--- src/hdl/fermat_factor_key_recovery_macros.svh ---
// ----------------------------------------------------------------------------
// Assertion macros
// Shared concurrent assertion macros for the key recovery block.
// ----------------------------------------------------------------------------
`ifndef FERMAT_FACTOR_KEY_RECOVERY_MACROS_SVH
`define FERMAT_FACTOR_KEY_RECOVERY_MACROS_SVH
`ifndef ASSERT_OFF
`define FFKR_ASSERT(label, clk, rst_n, prop, msg) \
  label: assert property (@(posedge clk) disable iff (!rst_n) (prop)) else $error(msg);
`define FFKR_ASSERT_NEXT(label, clk, rst_n, pre, post, msg) \
  label: assert property (@(posedge clk) disable iff (!rst_n) (pre) |=> (post)) else $error(msg);
`else
`define FFKR_ASSERT(label, clk, rst_n, prop, msg)
`define FFKR_ASSERT_NEXT(label, clk, rst_n, pre, post, msg)
`endif
`endif

--- src/hdl/ffkr_pkg.sv ---
// ----------------------------------------------------------------------------
// Fermat key recovery package
// Types, widths and codes shared by the key recovery modules.
// ----------------------------------------------------------------------------
package ffkr_pkg;
  localparam int unsigned NW = 31;
  localparam int unsigned HW = 16;

  localparam logic [1:0] ST_OK      = 2'd0;
  localparam logic [1:0] ST_EVEN    = 2'd1;
  localparam logic [1:0] ST_PRIME   = 2'd2;
  localparam logic [1:0] ST_NO_INV  = 2'd3;

  typedef enum logic [3:0] {
    S_IDLE, S_SQRT, S_FIXC, S_TRY, S_DIV, S_CHECK, S_PHI,
    S_EDIV, S_EUC, S_EUPD, S_FIN, S_OUT
  } state_e;

  typedef enum logic [3:0] {
    C_NONE, C_LOAD, C_SQRT_STEP, C_FIXC, C_DIV_START, C_DIV_STEP, C_STEP_C,
    C_PHI, C_EUC_START, C_EUC_UPD, C_FIN, C_SET_EVEN, C_SET_PRIME
  } cmd_e;

  typedef struct packed {
    logic n_even;
    logic sqrt_done;
    logic div_done;
    logic rem_zero;
    logic c_small;
    logic r1_zero;
  } stat_t;

  typedef struct packed {
    logic [HW-1:0] small_factor;
    logic [NW-1:0] large_factor;
    logic [NW-1:0] totient;
    logic [NW-1:0] priv_exponent;
    logic [1:0]    status;
  } result_t;
endpackage

--- src/hdl/ffkr_if.sv ---
// ----------------------------------------------------------------------------
// Key recovery channels
// Valid/ready channel interfaces for input and result words.
// ----------------------------------------------------------------------------
interface ffkr_in_if;
  logic                 valid;
  logic                 ready;
  logic [ffkr_pkg::NW-1:0] pub_exponent;
  logic [ffkr_pkg::NW-1:0] modulus;
  modport source (output valid, pub_exponent, modulus, input ready);
  modport sink (input valid, pub_exponent, modulus, output ready);
endinterface

interface ffkr_out_if;
  logic                 valid;
  logic                 ready;
  logic [ffkr_pkg::HW-1:0] small_factor;
  logic [ffkr_pkg::NW-1:0] large_factor;
  logic [ffkr_pkg::NW-1:0] totient;
  logic [ffkr_pkg::NW-1:0] priv_exponent;
  logic [1:0]           status;
  modport source (output valid, small_factor, large_factor, totient, priv_exponent, status,
                  input ready);
  modport sink (input valid, small_factor, large_factor, totient, priv_exponent, status,
                output ready);
endinterface

--- src/hdl/ffkr_datapath.sv ---
// ----------------------------------------------------------------------------
// Key recovery datapath
// Square root, restoring divider, candidate scan and extended Euclid.
// ----------------------------------------------------------------------------
module ffkr_datapath (
  input  logic                    clk_i,
  input  ffkr_pkg::cmd_e          cmd_i,
  input  logic [ffkr_pkg::NW-1:0] e_i,
  input  logic [ffkr_pkg::NW-1:0] n_i,
  output ffkr_pkg::stat_t         stat_o,
  output ffkr_pkg::result_t       res_o
);
  import ffkr_pkg::*;

  localparam int unsigned CW = $clog2(NW + 1);
  localparam int unsigned SW = $clog2(HW + 1);

  logic [NW-1:0] e_q, n_q, sv_q, sr_q, c_q, q_q;
  logic [SW-1:0] sk_q;
  logic [NW-1:0] dvd_q, dvs_q, quo_q, rem_q;
  logic [CW-1:0] dk_q;
  logic [NW-1:0] phi_q, r0_q, r1_q;
  logic signed [NW+1:0] t0_q, t1_q;
  result_t       res_q;

  logic [NW-1:0] bit_w, trial_w;
  logic [NW:0]   rsh_w;
  logic signed [2*NW+3:0] prod_w;
  logic signed [NW+1:0] tfix_w;

  assign bit_w   = NW'(1) << {sk_q, 1'b0};
  assign trial_w = sr_q + bit_w;
  assign rsh_w   = {rem_q, dvd_q[NW-1]};
  assign prod_w  = $signed({2'b00, quo_q}) * t1_q;
  assign tfix_w  = t0_q + $signed({2'b00, phi_q});

  always_ff @(posedge clk_i) begin
    case (cmd_i)
      C_LOAD: begin
        e_q <= e_i; n_q <= n_i; sv_q <= n_i; sr_q <= '0;
        sk_q <= SW'(HW - 1);
      end
      C_SQRT_STEP: begin
        if (sv_q >= trial_w) begin
          sv_q <= sv_q - trial_w;
          sr_q <= (sr_q >> 1) + bit_w;
        end else begin
          sr_q <= sr_q >> 1;
        end
        sk_q <= sk_q - SW'(1);
      end
      C_FIXC: c_q <= sr_q[0] ? sr_q : sr_q - NW'(1);
      C_STEP_C: c_q <= c_q - NW'(2);
      C_DIV_START: begin
        dvd_q <= n_q; dvs_q <= c_q; quo_q <= '0; rem_q <= '0; dk_q <= CW'(NW);
      end
      C_DIV_STEP: begin
        if (rsh_w >= {1'b0, dvs_q}) begin
          rem_q <= NW'(rsh_w - {1'b0, dvs_q});
          quo_q <= {quo_q[NW-2:0], 1'b1};
        end else begin
          rem_q <= rsh_w[NW-1:0];
          quo_q <= {quo_q[NW-2:0], 1'b0};
        end
        dvd_q <= dvd_q << 1;
        dk_q  <= dk_q - CW'(1);
      end
      C_PHI: begin
        q_q   <= quo_q;
        phi_q <= NW'((c_q - NW'(1)) * (quo_q - NW'(1)));
        r0_q  <= NW'((c_q - NW'(1)) * (quo_q - NW'(1)));
        r1_q  <= e_q;
        t0_q  <= '0; t1_q <= 'sd1;
      end
      C_EUC_START: begin
        dvd_q <= r0_q; dvs_q <= r1_q; quo_q <= '0; rem_q <= '0; dk_q <= CW'(NW);
      end
      C_EUC_UPD: begin
        r0_q <= r1_q; r1_q <= rem_q;
        t0_q <= t1_q; t1_q <= t0_q - (NW+2)'(prod_w);
      end
      C_FIN: begin
        if (r0_q == NW'(1)) begin
          res_q <= '{small_factor: c_q[HW-1:0], large_factor: q_q, totient: phi_q,
                     priv_exponent: (t0_q < 0) ? tfix_w[NW-1:0] : t0_q[NW-1:0],
                     status: ST_OK};
        end else begin
          res_q <= '{status: ST_NO_INV, default: '0};
        end
      end
      C_SET_EVEN: res_q <= '{status: ST_EVEN, default: '0};
      C_SET_PRIME: res_q <= '{status: ST_PRIME, default: '0};
      default: ;
    endcase
  end

  assign stat_o.n_even    = ~n_q[0];
  assign stat_o.sqrt_done = (sk_q == '0);
  assign stat_o.div_done  = (dk_q == '0);
  assign stat_o.rem_zero  = (rem_q == '0);
  assign stat_o.c_small   = (c_q <= NW'(1));
  assign stat_o.r1_zero   = (r1_q == '0);
  assign res_o = res_q;
endmodule

--- src/hdl/ffkr_ctrl.sv ---
// ----------------------------------------------------------------------------
// Key recovery controller
// Sequences the search, the divisions and the Euclid iterations.
// ----------------------------------------------------------------------------
`include "fermat_factor_key_recovery_macros.svh"
module ffkr_ctrl (
  input  logic            clk_i,
  input  logic            rst_ni,
  input  logic            in_valid_i,
  output logic            in_ready_o,
  output logic            out_valid_o,
  input  logic            out_ready_i,
  input  ffkr_pkg::stat_t stat_i,
  output ffkr_pkg::cmd_e  cmd_o
);
  import ffkr_pkg::*;

  state_e state_q, state_d;
  logic   euc_q, euc_d;

  always_ff @(posedge clk_i or negedge rst_ni) begin
    if (!rst_ni) begin
      state_q <= S_IDLE;
      euc_q   <= 1'b0;
    end else begin
      state_q <= state_d;
      euc_q   <= euc_d;
    end
  end

  always_comb begin
    state_d = state_q;
    euc_d   = euc_q;
    cmd_o   = C_NONE;
    case (state_q)
      S_IDLE: if (in_valid_i) begin cmd_o = C_LOAD; state_d = S_SQRT; end
      S_SQRT: begin
        if (stat_i.n_even) begin
          cmd_o = C_SET_EVEN; state_d = S_OUT;
        end else begin
          cmd_o = C_SQRT_STEP;
          if (stat_i.sqrt_done) state_d = S_FIXC;
        end
      end
      S_FIXC: begin cmd_o = C_FIXC; state_d = S_TRY; end
      S_TRY: begin
        if (stat_i.c_small) begin
          cmd_o = C_SET_PRIME; state_d = S_OUT;
        end else begin
          cmd_o = C_DIV_START; euc_d = 1'b0; state_d = S_DIV;
        end
      end
      S_DIV: begin
        if (stat_i.div_done) state_d = euc_q ? S_EUPD : S_CHECK;
        else cmd_o = C_DIV_STEP;
      end
      S_CHECK: begin
        if (stat_i.rem_zero) begin
          cmd_o = C_PHI; state_d = S_PHI;
        end else begin
          cmd_o = C_STEP_C; state_d = S_TRY;
        end
      end
      S_PHI: begin euc_d = 1'b1; state_d = S_EUC; end
      S_EUC: begin
        if (stat_i.r1_zero) begin
          state_d = S_FIN;
        end else begin
          cmd_o = C_EUC_START; state_d = S_EDIV;
        end
      end
      S_EDIV: begin cmd_o = C_DIV_STEP; state_d = S_DIV; end
      S_EUPD: begin cmd_o = C_EUC_UPD; state_d = S_EUC; end
      S_FIN: begin cmd_o = C_FIN; state_d = S_OUT; end
      S_OUT: if (out_ready_i) state_d = S_IDLE;
      default: state_d = S_IDLE;
    endcase
  end

  assign in_ready_o  = (state_q == S_IDLE);
  assign out_valid_o = (state_q == S_OUT);

  `FFKR_ASSERT(a_rdy_excl, clk_i, rst_ni, !(in_ready_o && out_valid_o), "ready while busy")
  `FFKR_ASSERT_NEXT(a_acc, clk_i, rst_ni, in_valid_i && in_ready_o, !in_ready_o, "accept lost")
  `FFKR_ASSERT_NEXT(a_out_hold, clk_i, rst_ni, out_valid_o && !out_ready_i, out_valid_o,
                    "result dropped")
endmodule

--- src/hdl/fermat_factor_key_recovery.sv ---
// ----------------------------------------------------------------------------
// Fermat factorization key recovery
// Factors n near sqrt(n), forms the totient and inverts e modulo it.
// ----------------------------------------------------------------------------
// Usage: present e and n on the input channel; one result word follows each
// input word on the output channel with p, q, totient, d and a status code.
// Sequence: a bit-serial square root, then one trial division per odd
// divisor scanned down from isqrt(n), then one division per Euclid step.
// Worst case (n prime near 2^31) is roughly 23000 trials. The shared
// bit-serial divider, used for the trials and the Euclid steps, dominates.
// One word is worked on at a time; input ready is high only when idle.
// Reset returns the controller to idle and drops any word in progress.
// When the receiver stalls, the result word is held until taken.
// ----------------------------------------------------------------------------
module fermat_factor_key_recovery (
  input logic  clk_i,
  input logic  rst_ni,
  ffkr_in_if.sink    in_if,
  ffkr_out_if.source out_if
);
  import ffkr_pkg::*;

  cmd_e    cmd;
  stat_t   stat;
  result_t res;

  ffkr_ctrl u_ctrl (
    .clk_i, .rst_ni,
    .in_valid_i(in_if.valid), .in_ready_o(in_if.ready),
    .out_valid_o(out_if.valid), .out_ready_i(out_if.ready),
    .stat_i(stat), .cmd_o(cmd)
  );

  ffkr_datapath u_dp (
    .clk_i, .cmd_i(cmd), .e_i(in_if.pub_exponent), .n_i(in_if.modulus),
    .stat_o(stat), .res_o(res)
  );

  assign out_if.small_factor  = res.small_factor;
  assign out_if.large_factor  = res.large_factor;
  assign out_if.totient       = res.totient;
  assign out_if.priv_exponent = res.priv_exponent;
  assign out_if.status        = res.status;
endmodule

--- src/flat_wrapper.sv ---
// flat-port wrapper written by rule: the top's interface ports become plain ports
module fermat_factor_key_recovery_flat import ffkr_pkg::*;
  (clk_i, rst_ni, in_if_valid, in_if_pub_exponent, in_if_modulus, in_if_ready, out_if_valid, out_if_small_factor, out_if_large_factor, out_if_totient, out_if_priv_exponent, out_if_status, out_if_ready);
  ffkr_in_if in_if_i ();
  ffkr_out_if out_if_i ();
  input logic clk_i;
  input logic rst_ni;
  input wire logic [$bits(in_if_i.valid)-1:0] in_if_valid;
  input wire logic [$bits(in_if_i.pub_exponent)-1:0] in_if_pub_exponent;
  input wire logic [$bits(in_if_i.modulus)-1:0] in_if_modulus;
  output wire logic [$bits(in_if_i.ready)-1:0] in_if_ready;
  output wire logic [$bits(out_if_i.valid)-1:0] out_if_valid;
  output wire logic [$bits(out_if_i.small_factor)-1:0] out_if_small_factor;
  output wire logic [$bits(out_if_i.large_factor)-1:0] out_if_large_factor;
  output wire logic [$bits(out_if_i.totient)-1:0] out_if_totient;
  output wire logic [$bits(out_if_i.priv_exponent)-1:0] out_if_priv_exponent;
  output wire logic [$bits(out_if_i.status)-1:0] out_if_status;
  input wire logic [$bits(out_if_i.ready)-1:0] out_if_ready;
  assign in_if_i.valid = in_if_valid;
  assign in_if_i.pub_exponent = in_if_pub_exponent;
  assign in_if_i.modulus = in_if_modulus;
  assign in_if_ready = in_if_i.ready;
  assign out_if_valid = out_if_i.valid;
  assign out_if_small_factor = out_if_i.small_factor;
  assign out_if_large_factor = out_if_i.large_factor;
  assign out_if_totient = out_if_i.totient;
  assign out_if_priv_exponent = out_if_i.priv_exponent;
  assign out_if_status = out_if_i.status;
  assign out_if_i.ready = out_if_ready;
  fermat_factor_key_recovery u_core (.clk_i(clk_i), .rst_ni(rst_ni), .in_if(in_if_i), .out_if(out_if_i));
endmodule
--- config.mk ---
export PLATFORM = sky130hd
export DESIGN_NAME = fermat_factor_key_recovery_flat
export DESIGN_NICKNAME = d
export VERILOG_FILES = /design/src/hdl/ffkr_pkg.sv /design/src/hdl/ffkr_if.sv /design/src/hdl/ffkr_datapath.sv /design/src/hdl/ffkr_ctrl.sv /design/src/hdl/fermat_factor_key_recovery.sv /design/src/flat_wrapper.sv
export VERILOG_INCLUDE_DIRS = /design/src /design/src/hdl
export SDC_FILE = /design/constraint.sdc
export NUM_CORES = 2
export LEC_CHECK = 0
export ABC_AREA = 1
export BUFFER_PORTS_ARGS = -buffer_cell sky130_fd_sc_hd__buf_2
export CORE_MARGIN = 3
export CORE_UTILIZATION = 50
export CTS_CLUSTER_SIZE = 28
export DETAILED_ROUTE_END_ITERATION = 6
export HOLD_SLACK_MARGIN = 0.1
export PLACE_DENSITY = 0.64
export REMOVE_ABC_BUFFERS = 1
export SYNTH_ARGS = -nofsm -noshare
export SYNTH_HDL_FRONTEND = slang
export SYNTH_SLANG_ARGS = --single-unit
--- constraint.sdc ---
create_clock -name clk_i -period 22.3 [get_ports clk_i]
set_clock_uncertainty 0.05 [all_clocks]
set_input_delay 1.115 -clock clk_i [delete_from_list [all_inputs] [get_ports clk_i]]
set_output_delay 1.115 -clock clk_i [all_outputs]
set_load 0.005 [all_outputs]
==> flow_summary.ini <==
[placement]
dpl.cell_count = 9573
hpwl_mm = 164
routabilityCongestion = 0.970
port_buffers = 178

[final_layout]
seq_area_um2 = 17800
syn_to_final_growth_pct = 7.48
fillers = 12200
final_common_cell = inv_1
layout-drive-gt1-share_pct = 6.10
largest_reg_flops = 111
multi_input_area_um2 = 40700
layoutNonFillerInstCount = 9705
nets = 9228
layout.cells.most_common_list = inv_1, nand2_1, fa_1

[die]
core_um2 = 132000
die_h_um = 370
rows = 133
ios = 179
die-area_um2 = 137000
die_w_um = 370
initial_utilization_pct = 50.4

[clocking]
ctsHoldBuffers = 0
post_cts_buffers = 0
cts_sinks = 595
ctsHtreeMaxLevel = 3
cts-resized-gates = 0
cts_tree = done
clkLatencyLatePin_ns = 0.69
cts_buffer_depth = 3
clkSlewWorstSetupHoldPaths_ns = 0.06
cts_buffers = 71
cts_root_buffer = clkbuf_16

[global_route]
use_met2_pct = 51.0
grt_use_total_pct = 30.9
grt_pass1_wl_mm = 321
gr-total-overflow = 0
grt_pass1_vias = 54200
grt_use_met3_pct = 5.00
grt_max_degree = 92
use_met1_pct = 41.0
antenna_found_initial = 6
grt_most_used_layer = met2

[critical_path]
worstSetupPathType = register to register
arrival_ns = 9.43
r2r-start = u_core.u_dp.c_q[0]$_DFFE_PP_
path_max_fanout = 28
worstPathRequired_ns = 22.63
critPathCaptureType = register
worst-path-buf-inv = 8
cpLargestDelayFamily = adder cells
r2r_cells = 32
cpMostUsedCell = fa_1
reg2reg_slack_ns = 13.20
cp_slowest_stage_delay_ns = 0.54
cp-start-kind = register
r2r_end = u_core.u_dp.r0_q[27]$_DFFE_PP_
critPathSlowestCell = fa_1

[routing]
wl_per_cell_um = 21.5
vias_per_cell = 5.44
drt_iter0_markers = 4682
antenna_left = 0
drcViolationCount = 0
firstDrtPassIters = 6
drt-total-wl_mm = 209
num_vias = 52800

[synth]
synth_cells = 7854
synth-seq-area-share_pct = 26.9
synth_area_leaders = edfxtp_1, fa_1, inv_1
yosysTopAreaCell = edfxtp_1
yosys.area.top_type_share_pct = 26.7
avgSynthCellArea_um2 = 8.45
ys_ff_latch = 595
netlist_area_um2 = 66400
async_reset_ff_share_pct = 0.840
synth_cell_types = 64
ys.flop_type = edfxtp_1
yosys_warnings = 0
synth_edf_count = 590

[sta]
fmax_ghz = 0.110
setup_tns_ns = 0
hold_viol_final = 0
fin_crit_ns = 9.10
slew_headroom_pct = 20.5
slew_violations = 0
finalSetupViolCount = 0
worst_pin_slew_ns = 1.19
period_share_pct = 40.8
rsz0062_at_grt = no

[hold_path]
hold_path_class = input pin to async pin

[run_status]
status = complete, no violations

[job]
max_cap_viol_count = 0
==> final cells by class <==
class | count | area share, %
antenna | 3 | 0.0105
timing repair buffer | 248 | 1.99
tap | 1755 | 3.08
multi-input combinational | 5176 | 57.0
clock buffer | 79 | 2.56
inverter | 1799 | 9.48
sequential | 595 | 25.0
clock inverter | 50 | 0.861
==> cells in the mapped netlist (all sizes together) (2+ instances only) <==
library cell / n
o21a: 10
a21boi: 13
nand4: 55
nor2: 739
a41oi: 3
a221oi: 6
xor2: 169
nand3: 246
buf: 59
clkinv: 15
fa: 853
nor3b: 2
inv: 1784
a22oi: 2
nand3b: 11
o21bai: 13
or2: 23
ha: 418
o21ai: 306
a31o: 4
clkbuf: 225
nor4: 43
xnor2: 105
o221ai: 9
o22ai: 13
nand2: 1738
a211oi: 16
a21o: 8
and2: 4
a31oi: 36
nor3: 36
o31ai: 10
edfxtp: 590
a21oi: 267
o211ai: 12
dfrtp: 5
==> worst max path at each step <==
stage / from / slack [ns] / end / cells past startpoint
floorplan: u_core.u_dp.quo_q[0]$_SDFFCE_PP0P_ / 13.82 / u_core.u_dp.phi_q[30]$_DFFE_PP_ / 27
global placement: u_core.u_dp.c_q[0]$_DFFE_PP_ / 13.39 / u_core.u_dp.r0_q[27]$_DFFE_PP_ / 32
detailed placement: u_core.u_dp.c_q[0]$_DFFE_PP_ / 13.24 / u_core.u_dp.r0_q[27]$_DFFE_PP_ / 32
CTS: u_core.u_dp.c_q[0]$_DFFE_PP_ / 13.22 / u_core.u_dp.r0_q[27]$_DFFE_PP_ / 32
global route: u_core.u_dp.c_q[0]$_DFFE_PP_ / 12.65 / u_core.u_dp.r0_q[30]$_DFFE_PP_ / 33
finish: u_core.u_dp.c_q[0]$_DFFE_PP_ / 13.20 / u_core.u_dp.r0_q[27]$_DFFE_PP_ / 32
==> cell families (layout without fill, tap and decap cells) <==
kind of cell             Yosys count  after routing  synth area share (%)
AND/OR/NAND/NOR                 2899           2899                  17.8
other                              0              3                     0
buffers and inverters           2083           2176                  11.9
AO/OA/AOI/OAI                    731            731                  6.09
adder cells (fa/ha/maj)         1271           1271                  33.6
XOR/XNOR                         274            274                  3.66
flip-flops                       595            595                  26.9
multiplexers                       1              1                0.0151
==> stage by stage <==
| step | hold slack [ns] | setup slack (ns) | utilization, % | instance area (um2) |
|---|---|---|---|---|
| 2_1_floorplan | 0.437 | 13.82 | - | 65200 |
| 3_3_place_gp | 0.471 | 13.39 | 52.3 | 68900 |
| 3_5_place_dp | 0.461 | 13.24 | 52.3 | 68900 |
| 4_1_cts | 0.132 | 13.22 | 54.2 | 71300 |
| 5_1_grt | 0.169 | 12.65 | 54.2 | 71300 |
| 6_report | 0.186 | 13.20 | 54.2 | 71300 |
==> layer usage <==
layer	up-vias	routed length (um)	part of all wire, %
met2	2115	98400	47
met3	422	16700	8.0
met1	26100	84900	41
met4	4	8500	4.1
li1	24100	-	-
met5	-	27	0.013
Power is not shown: default switching activity piles up to over one toggle a cycle in this logic, so the estimate is an artifact.
